==> src/hdl/tfnt_pkg.sv <==
`timescale 1ns / 1ps
// ----------------------------------------------------------------------------
// tfnt_pkg: shared constants and types for the touch finger note tracker
// Table sizes, screen geometry, field widths, status codes and config
// register indexes.
// ----------------------------------------------------------------------------
package tfnt_pkg;

    // Table and screen geometry
    localparam int MAX_TOUCHES = 16;
    localparam int SCREEN_W    = 1024;
    localparam int SCREEN_H    = 1024;
    localparam int BASE_PITCH  = 30;

    // Field widths
    localparam int POS_W   = 10;
    localparam int ID_W    = 16;
    localparam int CW_W    = 11;
    localparam int STEP_W  = 16;
    localparam int PITCH_W = 16;
    localparam int STAT_W  = 2;

    // Touch table
    localparam int IDX_W   = (MAX_TOUCHES > 1) ? $clog2(MAX_TOUCHES) : 1;
    localparam int CNT_W   = $clog2(MAX_TOUCHES + 1);
    localparam int ENTRY_W = 2 * POS_W + ID_W;

    // Arithmetic
    localparam int DYR_W  = $clog2(SCREEN_H + 1);
    localparam int DIVC_W = $clog2(POS_W + 1);
    localparam int MUL_W  = 16;
    localparam int PROD_W = 2 * MUL_W;
    localparam int DIST_W = 2 * POS_W + 1;
    localparam int ACC_W  = PROD_W + 1;

    // Stream and config port widths
    localparam int S_TDATA_W  = ((2 * POS_W + ID_W + 7) / 8) * 8;
    localparam int M_TDATA_W  = ((PITCH_W + ID_W + 7) / 8) * 8;
    localparam int CFG_IDX_W  = 2;
    localparam int CFG_DATA_W = 16;

    // Config register indexes
    localparam logic [CFG_IDX_W-1:0] CFG_COLUMN_WIDTH = 2'd0;
    localparam logic [CFG_IDX_W-1:0] CFG_COLUMN_STEP  = 2'd1;
    localparam logic [CFG_IDX_W-1:0] CFG_ROW_STEP     = 2'd2;

    // Config reset values
    localparam logic [CW_W-1:0]   RST_COLUMN_WIDTH = 11'd64;
    localparam logic [STEP_W-1:0] RST_COLUMN_STEP  = 16'd1280;
    localparam logic [STEP_W-1:0] RST_ROW_STEP     = 16'd2048;

    // Result status codes
    typedef enum logic [STAT_W-1:0] {
        ST_NOTE_ON  = 2'd0,
        ST_NOTE_OFF = 2'd1,
        ST_NO_TOUCH = 2'd2,
        ST_FULL     = 2'd3
    } t_status;

endpackage

==> src/hdl/tfnt_ram.sv <==
`timescale 1ns / 1ps
// ----------------------------------------------------------------------------
// tfnt_ram: generic single-write, single-read RAM
// One write port, one read port with registered read data.
// ----------------------------------------------------------------------------
module tfnt_ram #(
    parameter int WIDTH = 8,
    parameter int DEPTH = 16
) (
    input  logic                                          i_clk,
    input  logic                                          i_we,
    input  logic [((DEPTH > 1) ? $clog2(DEPTH) : 1)-1:0]  i_waddr,
    input  logic [WIDTH-1:0]                              i_wdata,
    input  logic [((DEPTH > 1) ? $clog2(DEPTH) : 1)-1:0]  i_raddr,
    output logic [WIDTH-1:0]                              o_rdata
);

    logic [WIDTH-1:0] r_mem [DEPTH];
    logic [WIDTH-1:0] r_rdata;

    // Write port and registered read port
    always_ff @(posedge i_clk) begin
        if (i_we) begin
            r_mem[i_waddr] <= i_wdata;
        end
        r_rdata <= r_mem[i_raddr];
    end

    assign o_rdata = r_rdata;

endmodule

==> src/hdl/touch_finger_note_tracker_top.sv <==
`timescale 1ns / 1ps
// ----------------------------------------------------------------------------
// touch_finger_note_tracker_top: active touch table with pitch mapping
// Touch down: restoring divide for the column, then pitch from the shared
// multiplier, note on and append. Touch up: nearest-touch search with the
// shared multiplier, note off and in-order removal from the table RAM.
// ----------------------------------------------------------------------------
// Touch down: from input transfer to result, 10 divide steps, then
//   2 multiplier passes, finish and output load.
// Touch up: a search over the N stored touches on the shared multiplier,
//   then the N-1-k entries after the matched entry k shift down through the RAM port.
// Table full or empty table: straight to the output load. One item at a time.
// Reset (i_rst_n low, synchronous) empties the table, restores the config
//   registers and drops any pending result; no clearing pass.
module touch_finger_note_tracker_top (
    input  logic                              i_clk,
    input  logic                              i_rst_n,
    // Input stream
    input  logic                              s_axis_tvalid,
    output logic                              s_axis_tready,
    // tdata: pos_x [9:0], pos_y [19:10], new_note_id [35:20], zero pad
    input  logic [tfnt_pkg::S_TDATA_W-1:0]    s_axis_tdata,
    // tuser: mode [0]
    input  logic                              s_axis_tuser,
    // Result stream
    output logic                              m_axis_tvalid,
    input  logic                              m_axis_tready,
    // tdata: pitch [15:0], note_id [31:16]
    output logic [tfnt_pkg::M_TDATA_W-1:0]    m_axis_tdata,
    // tuser: status [1:0]
    output logic [tfnt_pkg::STAT_W-1:0]       m_axis_tuser,
    // Config write channel
    input  logic                              i_cfg_valid,
    output logic                              o_cfg_ready,
    input  logic [tfnt_pkg::CFG_IDX_W-1:0]    i_cfg_index,
    input  logic [tfnt_pkg::CFG_DATA_W-1:0]   i_cfg_data
);

    import tfnt_pkg::*;

    typedef enum logic [13:0] {
        S_IDLE     = 14'b00000000000001,
        S_DIV      = 14'b00000000000010,
        S_MUL_COL  = 14'b00000000000100,
        S_MUL_ROW  = 14'b00000000001000,
        S_DOWN_FIN = 14'b00000000010000,
        S_SRCH_RD  = 14'b00000000100000,
        S_SRCH_X   = 14'b00000001000000,
        S_SRCH_Y   = 14'b00000010000000,
        S_SRCH_CMP = 14'b00000100000000,
        S_NOTE_RD  = 14'b00001000000000,
        S_NOTE     = 14'b00010000000000,
        S_RM_RD    = 14'b00100000000000,
        S_RM_WR    = 14'b01000000000000,
        S_DONE     = 14'b10000000000000
    } t_state;

    // Control registers
    t_state              r_state, n_state;
    logic [CNT_W-1:0]    r_count, n_count;
    logic [IDX_W-1:0]    r_idx, n_idx;
    logic [IDX_W-1:0]    r_best, n_best;
    logic [DIVC_W-1:0]   r_div_cnt, n_div_cnt;
    logic                r_out_valid, n_out_valid;
    logic [CW_W-1:0]     r_col_width;
    logic [STEP_W-1:0]   r_col_step;
    logic [STEP_W-1:0]   r_row_step;

    // Payload registers
    logic [POS_W-1:0]    r_x, n_x;
    logic [POS_W-1:0]    r_y, n_y;
    logic [ID_W-1:0]     r_nid, n_nid;
    logic [DYR_W-1:0]    r_dyr, n_dyr;
    logic [POS_W-1:0]    r_quot, n_quot;
    logic [CW_W-1:0]     r_rem, n_rem;
    logic [PROD_W-1:0]   r_prod;
    logic [ACC_W-1:0]    r_acc, n_acc;
    logic [POS_W-1:0]    r_dy, n_dy;
    logic [DIST_W-1:0]   r_sq, n_sq;
    logic [DIST_W-1:0]   r_best_d, n_best_d;
    t_status             r_res_status, n_res_status;
    logic [PITCH_W-1:0]  r_res_pitch, n_res_pitch;
    logic [ID_W-1:0]     r_res_id, n_res_id;
    t_status             r_out_status, n_out_status;
    logic [PITCH_W-1:0]  r_out_pitch, n_out_pitch;
    logic [ID_W-1:0]     r_out_id, n_out_id;

    // Table RAM ports
    logic                ram_we;
    logic [IDX_W-1:0]    ram_waddr;
    logic [ENTRY_W-1:0]  ram_wdata;
    logic [IDX_W-1:0]    ram_raddr;
    logic [ENTRY_W-1:0]  ram_rdata;

    // Shared multiplier
    logic [MUL_W-1:0]    mul_a, mul_b;
    logic [PROD_W-1:0]   mul_p;

    // Misc combinational
    logic                s_xfer;
    logic [POS_W-1:0]    in_x, in_y, x_c, y_c;
    logic [CW_W-1:0]     cw_eff;
    logic [CW_W:0]       div_trial;
    logic                div_ge;
    logic [POS_W-1:0]    ent_x, ent_y;
    logic [ID_W-1:0]     ent_id;
    logic [POS_W-1:0]    abs_dx, abs_dy;
    logic [DIST_W-1:0]   sum_sq;
    logic [ACC_W-1:0]    pitch_sum;
    logic [CNT_W-1:0]    idx_p1, idx_p2, best_p1;

    assign s_axis_tready = (r_state == S_IDLE);
    assign s_xfer        = s_axis_tvalid && s_axis_tready;
    assign o_cfg_ready   = 1'b1;

    // Input unpack and clamp to the screen
    assign in_x = s_axis_tdata[POS_W-1:0];
    assign in_y = s_axis_tdata[2*POS_W-1:POS_W];
    assign x_c  = (32'(in_x) >= SCREEN_W) ? POS_W'(SCREEN_W - 1) : in_x;
    assign y_c  = (32'(in_y) >= SCREEN_H) ? POS_W'(SCREEN_H - 1) : in_y;

    // Divider step: zero width counts as one
    assign cw_eff    = (r_col_width == '0) ? CW_W'(1) : r_col_width;
    assign div_trial = {r_rem, r_quot[POS_W-1]};
    assign div_ge    = (div_trial >= {1'b0, cw_eff});

    // Table entry unpack: x low, y, note id high
    assign ent_x  = ram_rdata[POS_W-1:0];
    assign ent_y  = ram_rdata[2*POS_W-1:POS_W];
    assign ent_id = ram_rdata[ENTRY_W-1:2*POS_W];
    assign abs_dx = (ent_x > r_x) ? (ent_x - r_x) : (r_x - ent_x);
    assign abs_dy = (ent_y > r_y) ? (ent_y - r_y) : (r_y - ent_y);
    assign sum_sq = r_sq + r_prod[DIST_W-1:0];

    assign idx_p1  = CNT_W'(r_idx) + CNT_W'(1);
    assign idx_p2  = CNT_W'(r_idx) + CNT_W'(2);
    assign best_p1 = CNT_W'(r_best) + CNT_W'(1);

    // Pitch in Q8.8: base plus column term plus row term dropped to Q8.8
    assign pitch_sum = r_acc + ACC_W'(r_prod >> 8);

    // Shared multiplier operand select
    always_comb begin
        mul_a = '0;
        mul_b = '0;
        case (r_state)
            S_SRCH_X: begin
                mul_a = MUL_W'(abs_dx);
                mul_b = MUL_W'(abs_dx);
            end
            S_SRCH_Y: begin
                mul_a = MUL_W'(r_dy);
                mul_b = MUL_W'(r_dy);
            end
            S_MUL_COL: begin
                mul_a = MUL_W'(r_quot);
                mul_b = r_col_step;
            end
            S_MUL_ROW: begin
                mul_a = MUL_W'(r_dyr);
                mul_b = r_row_step;
            end
            default: begin
                mul_a = '0;
                mul_b = '0;
            end
        endcase
    end

    assign mul_p = mul_a * mul_b;

    // RAM address select
    always_comb begin
        ram_raddr = r_idx;
        case (r_state)
            S_SRCH_RD:  ram_raddr = r_idx;
            S_SRCH_CMP: ram_raddr = r_idx + 1'b1;
            S_NOTE_RD:  ram_raddr = r_best;
            S_RM_RD:    ram_raddr = r_idx + 1'b1;
            default:    ram_raddr = r_idx;
        endcase
    end

    // Sequencer
    always_comb begin
        n_state      = r_state;
        n_count      = r_count;
        n_idx        = r_idx;
        n_best       = r_best;
        n_div_cnt    = r_div_cnt;
        n_out_valid  = r_out_valid;
        n_x          = r_x;
        n_y          = r_y;
        n_nid        = r_nid;
        n_dyr        = r_dyr;
        n_quot       = r_quot;
        n_rem        = r_rem;
        n_acc        = r_acc;
        n_dy         = r_dy;
        n_sq         = r_sq;
        n_best_d     = r_best_d;
        n_res_status = r_res_status;
        n_res_pitch  = r_res_pitch;
        n_res_id     = r_res_id;
        n_out_status = r_out_status;
        n_out_pitch  = r_out_pitch;
        n_out_id     = r_out_id;
        ram_we       = 1'b0;
        ram_waddr    = r_idx;
        ram_wdata    = {r_nid, r_y, r_x};

        // Result register drains independently
        if (r_out_valid && m_axis_tready) begin
            n_out_valid = 1'b0;
        end

        case (r_state)
            S_IDLE: begin
                if (s_xfer) begin
                    n_x         = x_c;
                    n_y         = y_c;
                    n_nid       = s_axis_tdata[ENTRY_W-1:2*POS_W];
                    n_dyr       = DYR_W'(SCREEN_H) - DYR_W'(y_c);
                    n_quot      = x_c;
                    n_rem       = '0;
                    n_div_cnt   = '0;
                    n_idx       = '0;
                    n_res_pitch = '0;
                    n_res_id    = '0;
                    if (!s_axis_tuser) begin
                        if (32'(r_count) >= MAX_TOUCHES) begin
                            n_res_status = ST_FULL;
                            n_state      = S_DONE;
                        end else begin
                            n_state = S_DIV;
                        end
                    end else begin
                        if (r_count == '0) begin
                            n_res_status = ST_NO_TOUCH;
                            n_state      = S_DONE;
                        end else begin
                            n_state = S_SRCH_RD;
                        end
                    end
                end
            end
            // Restoring division, one quotient bit per cycle
            S_DIV: begin
                n_rem     = div_ge ? CW_W'(div_trial - {1'b0, cw_eff}) : CW_W'(div_trial);
                n_quot    = {r_quot[POS_W-2:0], div_ge};
                n_div_cnt = r_div_cnt + 1'b1;
                if (32'(r_div_cnt) == POS_W - 1) begin
                    n_state = S_MUL_COL;
                end
            end
            S_MUL_COL: begin
                n_state = S_MUL_ROW;
            end
            S_MUL_ROW: begin
                n_acc   = ACC_W'(BASE_PITCH * 256) + ACC_W'(r_prod);
                n_state = S_DOWN_FIN;
            end
            // Saturate pitch, append the touch
            S_DOWN_FIN: begin
                n_res_pitch  = (|pitch_sum[ACC_W-1:PITCH_W]) ? '1 : pitch_sum[PITCH_W-1:0];
                n_res_id     = r_nid;
                n_res_status = ST_NOTE_ON;
                ram_we       = 1'b1;
                ram_waddr    = r_count[IDX_W-1:0];
                n_count      = r_count + 1'b1;
                n_state      = S_DONE;
            end
            // Nearest-touch search: square dx, square dy, then compare, for each entry
            S_SRCH_RD: begin
                n_state = S_SRCH_X;
            end
            S_SRCH_X: begin
                n_dy    = abs_dy;
                n_state = S_SRCH_Y;
            end
            S_SRCH_Y: begin
                n_sq    = r_prod[DIST_W-1:0];
                n_state = S_SRCH_CMP;
            end
            S_SRCH_CMP: begin
                if (r_idx == '0 || sum_sq < r_best_d) begin
                    n_best   = r_idx;
                    n_best_d = sum_sq;
                end
                if (idx_p1 == r_count) begin
                    n_state = S_NOTE_RD;
                end else begin
                    n_idx   = r_idx + 1'b1;
                    n_state = S_SRCH_X;
                end
            end
            S_NOTE_RD: begin
                n_state = S_NOTE;
            end
            S_NOTE: begin
                n_res_id     = ent_id;
                n_res_status = ST_NOTE_OFF;
                n_idx        = r_best;
                if (best_p1 < r_count) begin
                    n_state = S_RM_RD;
                end else begin
                    n_count = r_count - 1'b1;
                    n_state = S_DONE;
                end
            end
            // Shift later entries down by one
            S_RM_RD: begin
                n_state = S_RM_WR;
            end
            S_RM_WR: begin
                ram_we    = 1'b1;
                ram_waddr = r_idx;
                ram_wdata = ram_rdata;
                n_idx     = r_idx + 1'b1;
                if (idx_p2 < r_count) begin
                    n_state = S_RM_RD;
                end else begin
                    n_count = r_count - 1'b1;
                    n_state = S_DONE;
                end
            end
            // Hand the result to the output register once it is free
            S_DONE: begin
                if (!r_out_valid || m_axis_tready) begin
                    n_out_valid  = 1'b1;
                    n_out_status = r_res_status;
                    n_out_pitch  = r_res_pitch;
                    n_out_id     = r_res_id;
                    n_state      = S_IDLE;
                end
            end
            default: begin
                n_state = S_IDLE;
            end
        endcase
    end

    // Control state
    always_ff @(posedge i_clk) begin
        if (!i_rst_n) begin
            r_state     <= S_IDLE;
            r_count     <= '0;
            r_idx       <= '0;
            r_best      <= '0;
            r_div_cnt   <= '0;
            r_out_valid <= 1'b0;
            r_col_width <= RST_COLUMN_WIDTH;
            r_col_step  <= RST_COLUMN_STEP;
            r_row_step  <= RST_ROW_STEP;
        end else begin
            r_state     <= n_state;
            r_count     <= n_count;
            r_idx       <= n_idx;
            r_best      <= n_best;
            r_div_cnt   <= n_div_cnt;
            r_out_valid <= n_out_valid;
            if (i_cfg_valid) begin
                case (i_cfg_index)
                    CFG_COLUMN_WIDTH: r_col_width <= i_cfg_data[CW_W-1:0];
                    CFG_COLUMN_STEP:  r_col_step  <= i_cfg_data[STEP_W-1:0];
                    CFG_ROW_STEP:     r_row_step  <= i_cfg_data[STEP_W-1:0];
                    default: ;
                endcase
            end
        end
    end

    // Datapath
    always_ff @(posedge i_clk) begin
        r_x          <= n_x;
        r_y          <= n_y;
        r_nid        <= n_nid;
        r_dyr        <= n_dyr;
        r_quot       <= n_quot;
        r_rem        <= n_rem;
        r_prod       <= mul_p;
        r_acc        <= n_acc;
        r_dy         <= n_dy;
        r_sq         <= n_sq;
        r_best_d     <= n_best_d;
        r_res_status <= n_res_status;
        r_res_pitch  <= n_res_pitch;
        r_res_id     <= n_res_id;
        r_out_status <= n_out_status;
        r_out_pitch  <= n_out_pitch;
        r_out_id     <= n_out_id;
    end

    // Touch table
    tfnt_ram #(
        .WIDTH (ENTRY_W),
        .DEPTH (MAX_TOUCHES)
    ) u_table (
        .i_clk   (i_clk),
        .i_we    (ram_we),
        .i_waddr (ram_waddr),
        .i_wdata (ram_wdata),
        .i_raddr (ram_raddr),
        .o_rdata (ram_rdata)
    );

    assign m_axis_tvalid = r_out_valid;
    assign m_axis_tuser  = r_out_status;
    assign m_axis_tdata  = M_TDATA_W'({r_out_id, r_out_pitch});

endmodule

==> config.mk <==
export PLATFORM = sky130hd
export DESIGN_NAME = touch_finger_note_tracker_top
export DESIGN_NICKNAME = d
export VERILOG_FILES = /design/src/hdl/tfnt_pkg.sv /design/src/hdl/tfnt_ram.sv /design/src/hdl/touch_finger_note_tracker_top.sv
export SDC_FILE = /design/constraint.sdc
export NUM_CORES = 2
export LEC_CHECK = 0
export BUFFER_PORTS_ARGS = -buffer_cell sky130_fd_sc_hd__buf_4
export CAP_MARGIN = 0
export CORE_AREA = 2 2 342 276
export DETAILED_ROUTE_END_ITERATION = 7
export DIE_AREA = 0 0 344 278
export GPL_TIMING_DRIVEN = 0
export MAX_ROUTING_LAYER = met4
export PLACE_DENSITY = 0.68
export SETUP_SLACK_MARGIN = 0.15
export SLEW_MARGIN = 10
export SYNTH_ARGS = -nofsm -noshare
export SYNTH_HDL_FRONTEND = slang
export SYNTH_HIERARCHICAL = 1
export SYNTH_SLANG_ARGS = --single-unit
==> constraint.sdc <==
create_clock -name i_clk -period 8.55 [get_ports i_clk]
set_clock_uncertainty 0.05 [all_clocks]
set_input_delay 1.2825 -clock i_clk [delete_from_list [all_inputs] [get_ports i_clk]]
set_output_delay 1.2825 -clock i_clk [all_outputs]
set_load 0.05 [all_outputs]
# --- After elaboration in Yosys (flattened, before gate mapping) ---
# Memory sizes are Yosys's and may differ from the RTL's. A register that Yosys moved wholly into a read port is not among the register bits.
# Cells that the tools add are included.
op_classes:
  n_eq_ne: 26
  n_mux: 45
  order_cmp: 7
  n_addsub: 16
  mul: 1
  reduce_logical: 30
ops:
  columns: ["cell", "n"]
  rows:
  - ["$pmux 14 s14", 1]
  - ["$mux 14", 8]
  - ["$pmux 16 s4", 1]
  - ["$pmux 16 s3", 1]
  - ["$pmux 11 s4", 1]
  - ["$mux 10", 4]
  - ["$sub 10x10->10", 4]
  - ["$mux 36", 1]
  - ["$add 13x32->33 const A", 1]
  - ["$add 33x24->33", 1]
  - ["$mux 11", 3]
  - ["$mul 16x16->32", 1]
  - ["$mux 16", 2]
  - ["$pmux 16 s2", 1]
  - ["$pmux 11 s2", 1]
  - ["$add 21x21->21", 1]
  - ["$lt 21x21->1", 1]
  - ["$gt 10x10->1", 2]
  - ["$pmux 10 s2", 1]
  - ["$reduce_and 2->1", 9]
  - ["$reduce_or 17->1", 1]
  - ["$pmux 4 s2", 2]
  - ["$pmux 4 s4", 1]
  - ["$pmux 5 s3", 1]
  - ["50 further kinds", 75]
totals:
  wordCells: 152
  ramBits: 576
  n_memories: 1
  inputBits: 64
  out_inout_bits: 37
  regBits: 328
memory_table:
  columns: ["memory", "depth", "word_bits", "rd", "rd_clocked_by_memory_dff", "write_ports", "line", "text"]
  rows:
  - ["u_table.r_mem", 16, 36, 1, 1, 1, "tfnt_ram.sv:18", "logic [WIDTH-1:0] r_mem [DEPTH];"]

# --- Depth between registers and ports, before layout ---
logic_depth:
  ltp_word: 5
  mapped_depth: 33
  depth_no_buf: 33

# --- By module ---
# Netlist, hierarchy kept.
by_module_without_submodules:
  columns: ["module", "area_per_inst_um2", "n_inst", "cells_each", "seq_area_each_um2"]
  rows:
  - ["touch_finger_note_tracker_top", 23468.8, 1, 2393, 8598.2]
  - ["tfnt_ram", 22318.9, 1, 938, 18017.3]

# --- Least setup slack after synthesis ---
# No wires, ideal clock.
synth_timing:
  kind: "register -> register"
  from: "register r_state[10]"
  to: "register r_prod[27]"
  slack_ps: 508
  period_less_slack_ps: 8042
  n_path_buf: 2
  arrival_ps: 7920
  setup_time_ps: 72
  required_time_ps: 8428
  path_stages_with_launch: 24
  cell_sequence: "dfxtp_1 > nor4_1 > and2_1 > nand3_1 > nor3b_2 > clkbuf_1 > buf_1 > nand2_1 > nor2_1 > fa_1 > fa_1 > fa_1 > fa_1 > inv_1 > fa_1 > inv_1 > ha_1 > a2111o_1 > o21ai_0 > o21ai_0 > a211oi_1 > o31ai_1 > a21oi_1 > xnor2_1"
synth_via:
  elab_chain_len: 3
  elab_cells_between_ends: 7
  classes_between: "1 x mul; 4 x eq/ne; 2 x mux"
synth_lines:
  columns: ["element", "line", "text"]
  rows:
  - ["start, declared", "touch_finger_note_tracker_top.sv:59", "t_state r_state, n_state;"]
  - ["start signal, assigned", "touch_finger_note_tracker_top.sv:356", "r_state <= n_state;"]
  - ["$eq 14x4->1 (tied with other cells)", "touch_finger_note_tracker_top.sv:146", "case (r_state)"]
  - ["$pmux 11 s4 or $pmux 16 s4 (tied branches)", "touch_finger_note_tracker_top.sv:146", null]
  - ["$mul 16x16->32 *", "touch_finger_note_tracker_top.sv:170", "assign mul_p = mul_a * mul_b;"]
  - ["net mul_p[27]", "touch_finger_note_tracker_top.sv:97", "logic [PROD_W-1:0] mul_p;"]
  - ["end signal, assigned", "touch_finger_note_tracker_top.sv:381", "r_prod <= mul_p;"]
  - ["end, declared", "touch_finger_note_tracker_top.sv:76", "logic [PROD_W-1:0] r_prod;"]
# Mark *: on every way through the listed nets, which the timed path passes. The rest lies on a longest branch.
# A chain may end at the register's enable or synchronous reset.

# --- Final worst setup path ---
layout_timing:
  from: "register r_x[3]"
  to: "register r_prod[26]"
layout_via:
  elab_chain_len: 4
  elab_cells_between_ends: 7
  classes_between: "2 x add/sub; 1 x mul; 1 x order compare; 3 x mux"
layout_lines:
  columns: ["element", "line", "text"]
  rows:
  - ["start, declared", "touch_finger_note_tracker_top.sv:70", "logic [POS_W-1:0] r_x, n_x;"]
  - ["start signal, assigned", "touch_finger_note_tracker_top.sv:375", "r_x <= n_x;"]
  - ["$sub 10x10->10 or $gt 10x10->1 (tied branches)", "touch_finger_note_tracker_top.sv:131", "assign abs_dx = (ent_x > r_x) ? (ent_x - r_x) : (r_x - ent_x);"]
  - ["$mux 10 *", "touch_finger_note_tracker_top.sv:131", null]
  - ["$pmux 11 s4 or $pmux 16 s4 (tied branches)", "touch_finger_note_tracker_top.sv:146", null]
  - ["$mul 16x16->32 *", "touch_finger_note_tracker_top.sv:170", null]
  - ["net mul_p[26]", "touch_finger_note_tracker_top.sv:97", null]
# Marks and branches as above.

==> flow_summary.toml <==
[synth]
synth_cells = 3331
syn_area_per_cell_sq_um = 13.7
synth_edf_count = 793
synth-seq-cells = 933
syn_nets = 3730
synth_cell_types = 84
seq_area_frac_synth_pct = 58.1
netlist_area_sq_um = 45800
synthFlopType = "edfxtp_1"
synth-async-reset-ratio_pct = 0
synth_warnings = 6

[global_routing]
groute.usage.overall_pct = 23.7
grt_pass1_vias = 28010
grt_max_degree = 47
antenna_found_initial = 2
grt_pass1_wl_microns = 167000
overflow = 0

[route]
drc = 0
ant_nets = 0
dr.pass1.iters = 6
viasPerCell = 5.80
wl_per_cell_microns = 22.4
drt-initial-drc-count = 3127
route.vias.total = 28297
routed_wl_microns = 109000

[clock_network]
cts_hold_buf = 0
cts_buffers = 91
clk_latency_ns = 0.67
clockBufferDepth = 3
h-tree-depth = 3
clock-root-buffer = "clkbuf_16"
clock-sinks = 933
path_clk_slew_ns = 0.06
cts_tree = "yes"

[critical_path]
critical_path_buf_inv_count = 6
r2r_end = "r_prod[26]"
crit_type = "flop to flop"
worstRegToRegCells = 29
reg2reg_from = "r_x[3]"
path_max_fanout = 8
cp_slowest_cell = "fa_1"
path_common_cell = "fa_1"
slowest_delay_ns = 0.56
crit_path_end_kind = "flop"
crit_start = "r_x[3]"
ff2ff_setup_slack_ns = 0.39
critPathTopFamily = "adder cells"
cp-start-kind = "flop"
critPathArrivalTime_ns = 8.69
crit_required_ns = 9.08

[finish]
most-common-layout-cells = "793 x edfxtp_1, 276 x nand2_1, 257 x inv_1"
multi_input_area_sq_um = 18000
syn2layout_area_growth_pct = 14.0
layout.area.seq_sq_um = 26600
final_common_cell = "edfxtp_1"
fin_util_pct = 56.5
drive_above_1_share_pct = 16.4
nets = 3981
fillers = 7406

[sta]
rsz0062_at_grt = "no"
relSlewSlack_pct = 24.9
fin_ws_ns = 0.394
finalSetupViolations = 0
layout_min_cycle_time_ns = 8.16
max_freq_mhz = 123
final.period_utilization_pct = 95.4
drv_slew = 0
hold_viol_final = 0
worstMarginPinSlew_ns = 1.12

[min_path]
hold_path.class = "flop to flop"
min-delay-start = "r_res_pitch[3]"
hold_path_depth = 0
min_to = "r_out_pitch[3]"

[power]
leakagePower_nw = 19.2
vdd_ir_drop_max_mv = 0.178
powerDensity_nw_per_um2 = 236

[floorplan]
die-area_sq_um = 95600
start_util_pct = 49.6
fp.dieH_microns = 278
top_level_ports = 101
core_area_sq_um = 92300
rows = 100
die_w_microns = 344

[placed_design]
place_congestion = 0.910
numPortBuffers = 94
hpwlAfterDp_microns = 78300
dp_slack_ns = -0.694

[outcome]
status = "completed"

[flow_run]
maxCapViolCount = 0
==> worst max path at each step <==
stage                       to  slack (ns)  cells after the start
CTS                 r_prod[27]        0.17                     29
detailed placement  r_prod[27]       -0.69                     29
floorplan           r_prod[27]        0.51                     23
global placement    r_prod[27]       -1.87                     23
finish              r_prod[26]        0.39                     29
global route        r_prod[28]        0.12                     30
==> final cells by class <==
cell class	instances	area share, %
multi-input combinational	2005	34.4
clock buffer	113	4.74
tap	1224	2.93
clock inverter	55	0.887
inverter	260	1.88
antenna	1	0.00480
sequential	933	51.0
timing repair buffer	158	2.89
buffer	133	1.25
==> sequential cells by signal (all words and copies together) (netlist names), 14 cells and up <==
signal and flops:
r_acc 30, r_best_d 21, r_col_step 16, r_nid 16
r_out_id 16, r_out_pitch 16, r_prod 29, r_res_id 16
r_res_pitch 16, r_row_step 16, r_sq 21, r_state 14
u_table/o_rdata 36, u_table/r_mem 576
==> through the flow <==
| step | std cells | setup TNS (ns) | hold slack, ns | power [mW] | instance area (sq um) |
|---|---|---|---|---|---|
| detailed placement | 4703 | -3.52 | 0.355 | 8.36 | 48900 |
| global route | 4881 | 0 | 0.372 | 12.8 | 52200 |
| floorplan | 3331 | 0 | 0.350 | 7.54 | 45800 |
| global placement | 4649 | -71.76 | 0.351 | 8.30 | 48000 |
| CTS | 4872 | 0 | 0.369 | 12.3 | 51900 |
| finish | 4882 | 0 | 0.365 | 12.3 | 52200 |
==> cells in the mapped netlist, drive strengths merged (16+ instances only) <==
| master | count | area [sq um] |
|---|---|---|
| nor2 | 197 | 739 |
| xor2 | 45 | 394 |
| a21o | 39 | 293 |
| nand2 | 277 | 1050 |
| mux2i | 22 | 220 |
| edfxtp | 793 | 23800 |
| and3 | 16 | 100 |
| a211oi | 16 | 120 |
| o21ai | 112 | 561 |
| and2 | 19 | 119 |
| or3 | 16 | 100 |
| xnor2 | 71 | 622 |
| nor3 | 42 | 215 |
| buf | 48 | 295 |
| a21oi | 136 | 681 |
| a22o | 25 | 219 |
| dfxtp | 140 | 2800 |
| mux4 | 144 | 3240 |
| inv | 260 | 976 |
| ha | 201 | 2510 |
| clkbuf | 85 | 319 |
| nand4 | 20 | 125 |
| a21boi | 42 | 315 |
| a22oi | 86 | 646 |
| nand3 | 44 | 220 |
| a221oi | 18 | 188 |
| nor2b | 43 | 269 |
| nand2b | 45 | 282 |
| fa | 134 | 2680 |
| mux2 | 19 | 218 |
==> where the power goes <==
| group | total, mW | internal (mW) | switching (mW) |
|---|---|---|---|
| logic | 2.88 | 1.20 | 1.68 |
| registers | 5.52 | 5.35 | 0.164 |
| clock network | 3.91 | 2.19 | 1.72 |
| total | 12.3 | 8.74 | 3.56 |
==> logic make-up after synthesis <==
| family | synth area share [%] |
|---|---|
| compound gates | 8.66 |
| xor+xnor | 2.22 |
| fa+ha+maj | 11.4 |
| buf+inv | 3.47 |
| flops | 58.1 |
| mux | 8.04 |
| other cells | 0.00819 |
| simple gates | 8.12 |
==> what timing repair did <==
action,4_1_cts,5_1_grt
pin swaps,0,11
hold endpoints to repair,0,0
buffers inserted,1,8
setup endpoints to repair,13,10
gates cloned,0,1
gates resized for setup,24,58
==> routing by layer <==
metal / wire length (microns) / vias up / track usage, %
met5: 0 / - / -
met4: 1970 / 0 / 5.22
met3: 10100 / 146 / 5.30
met2: 46600 / 1143 / 33.4
met1: 50600 / 14165 / 35.3
li1: - / 12843 / -
(Power assumes the default switching activity.)
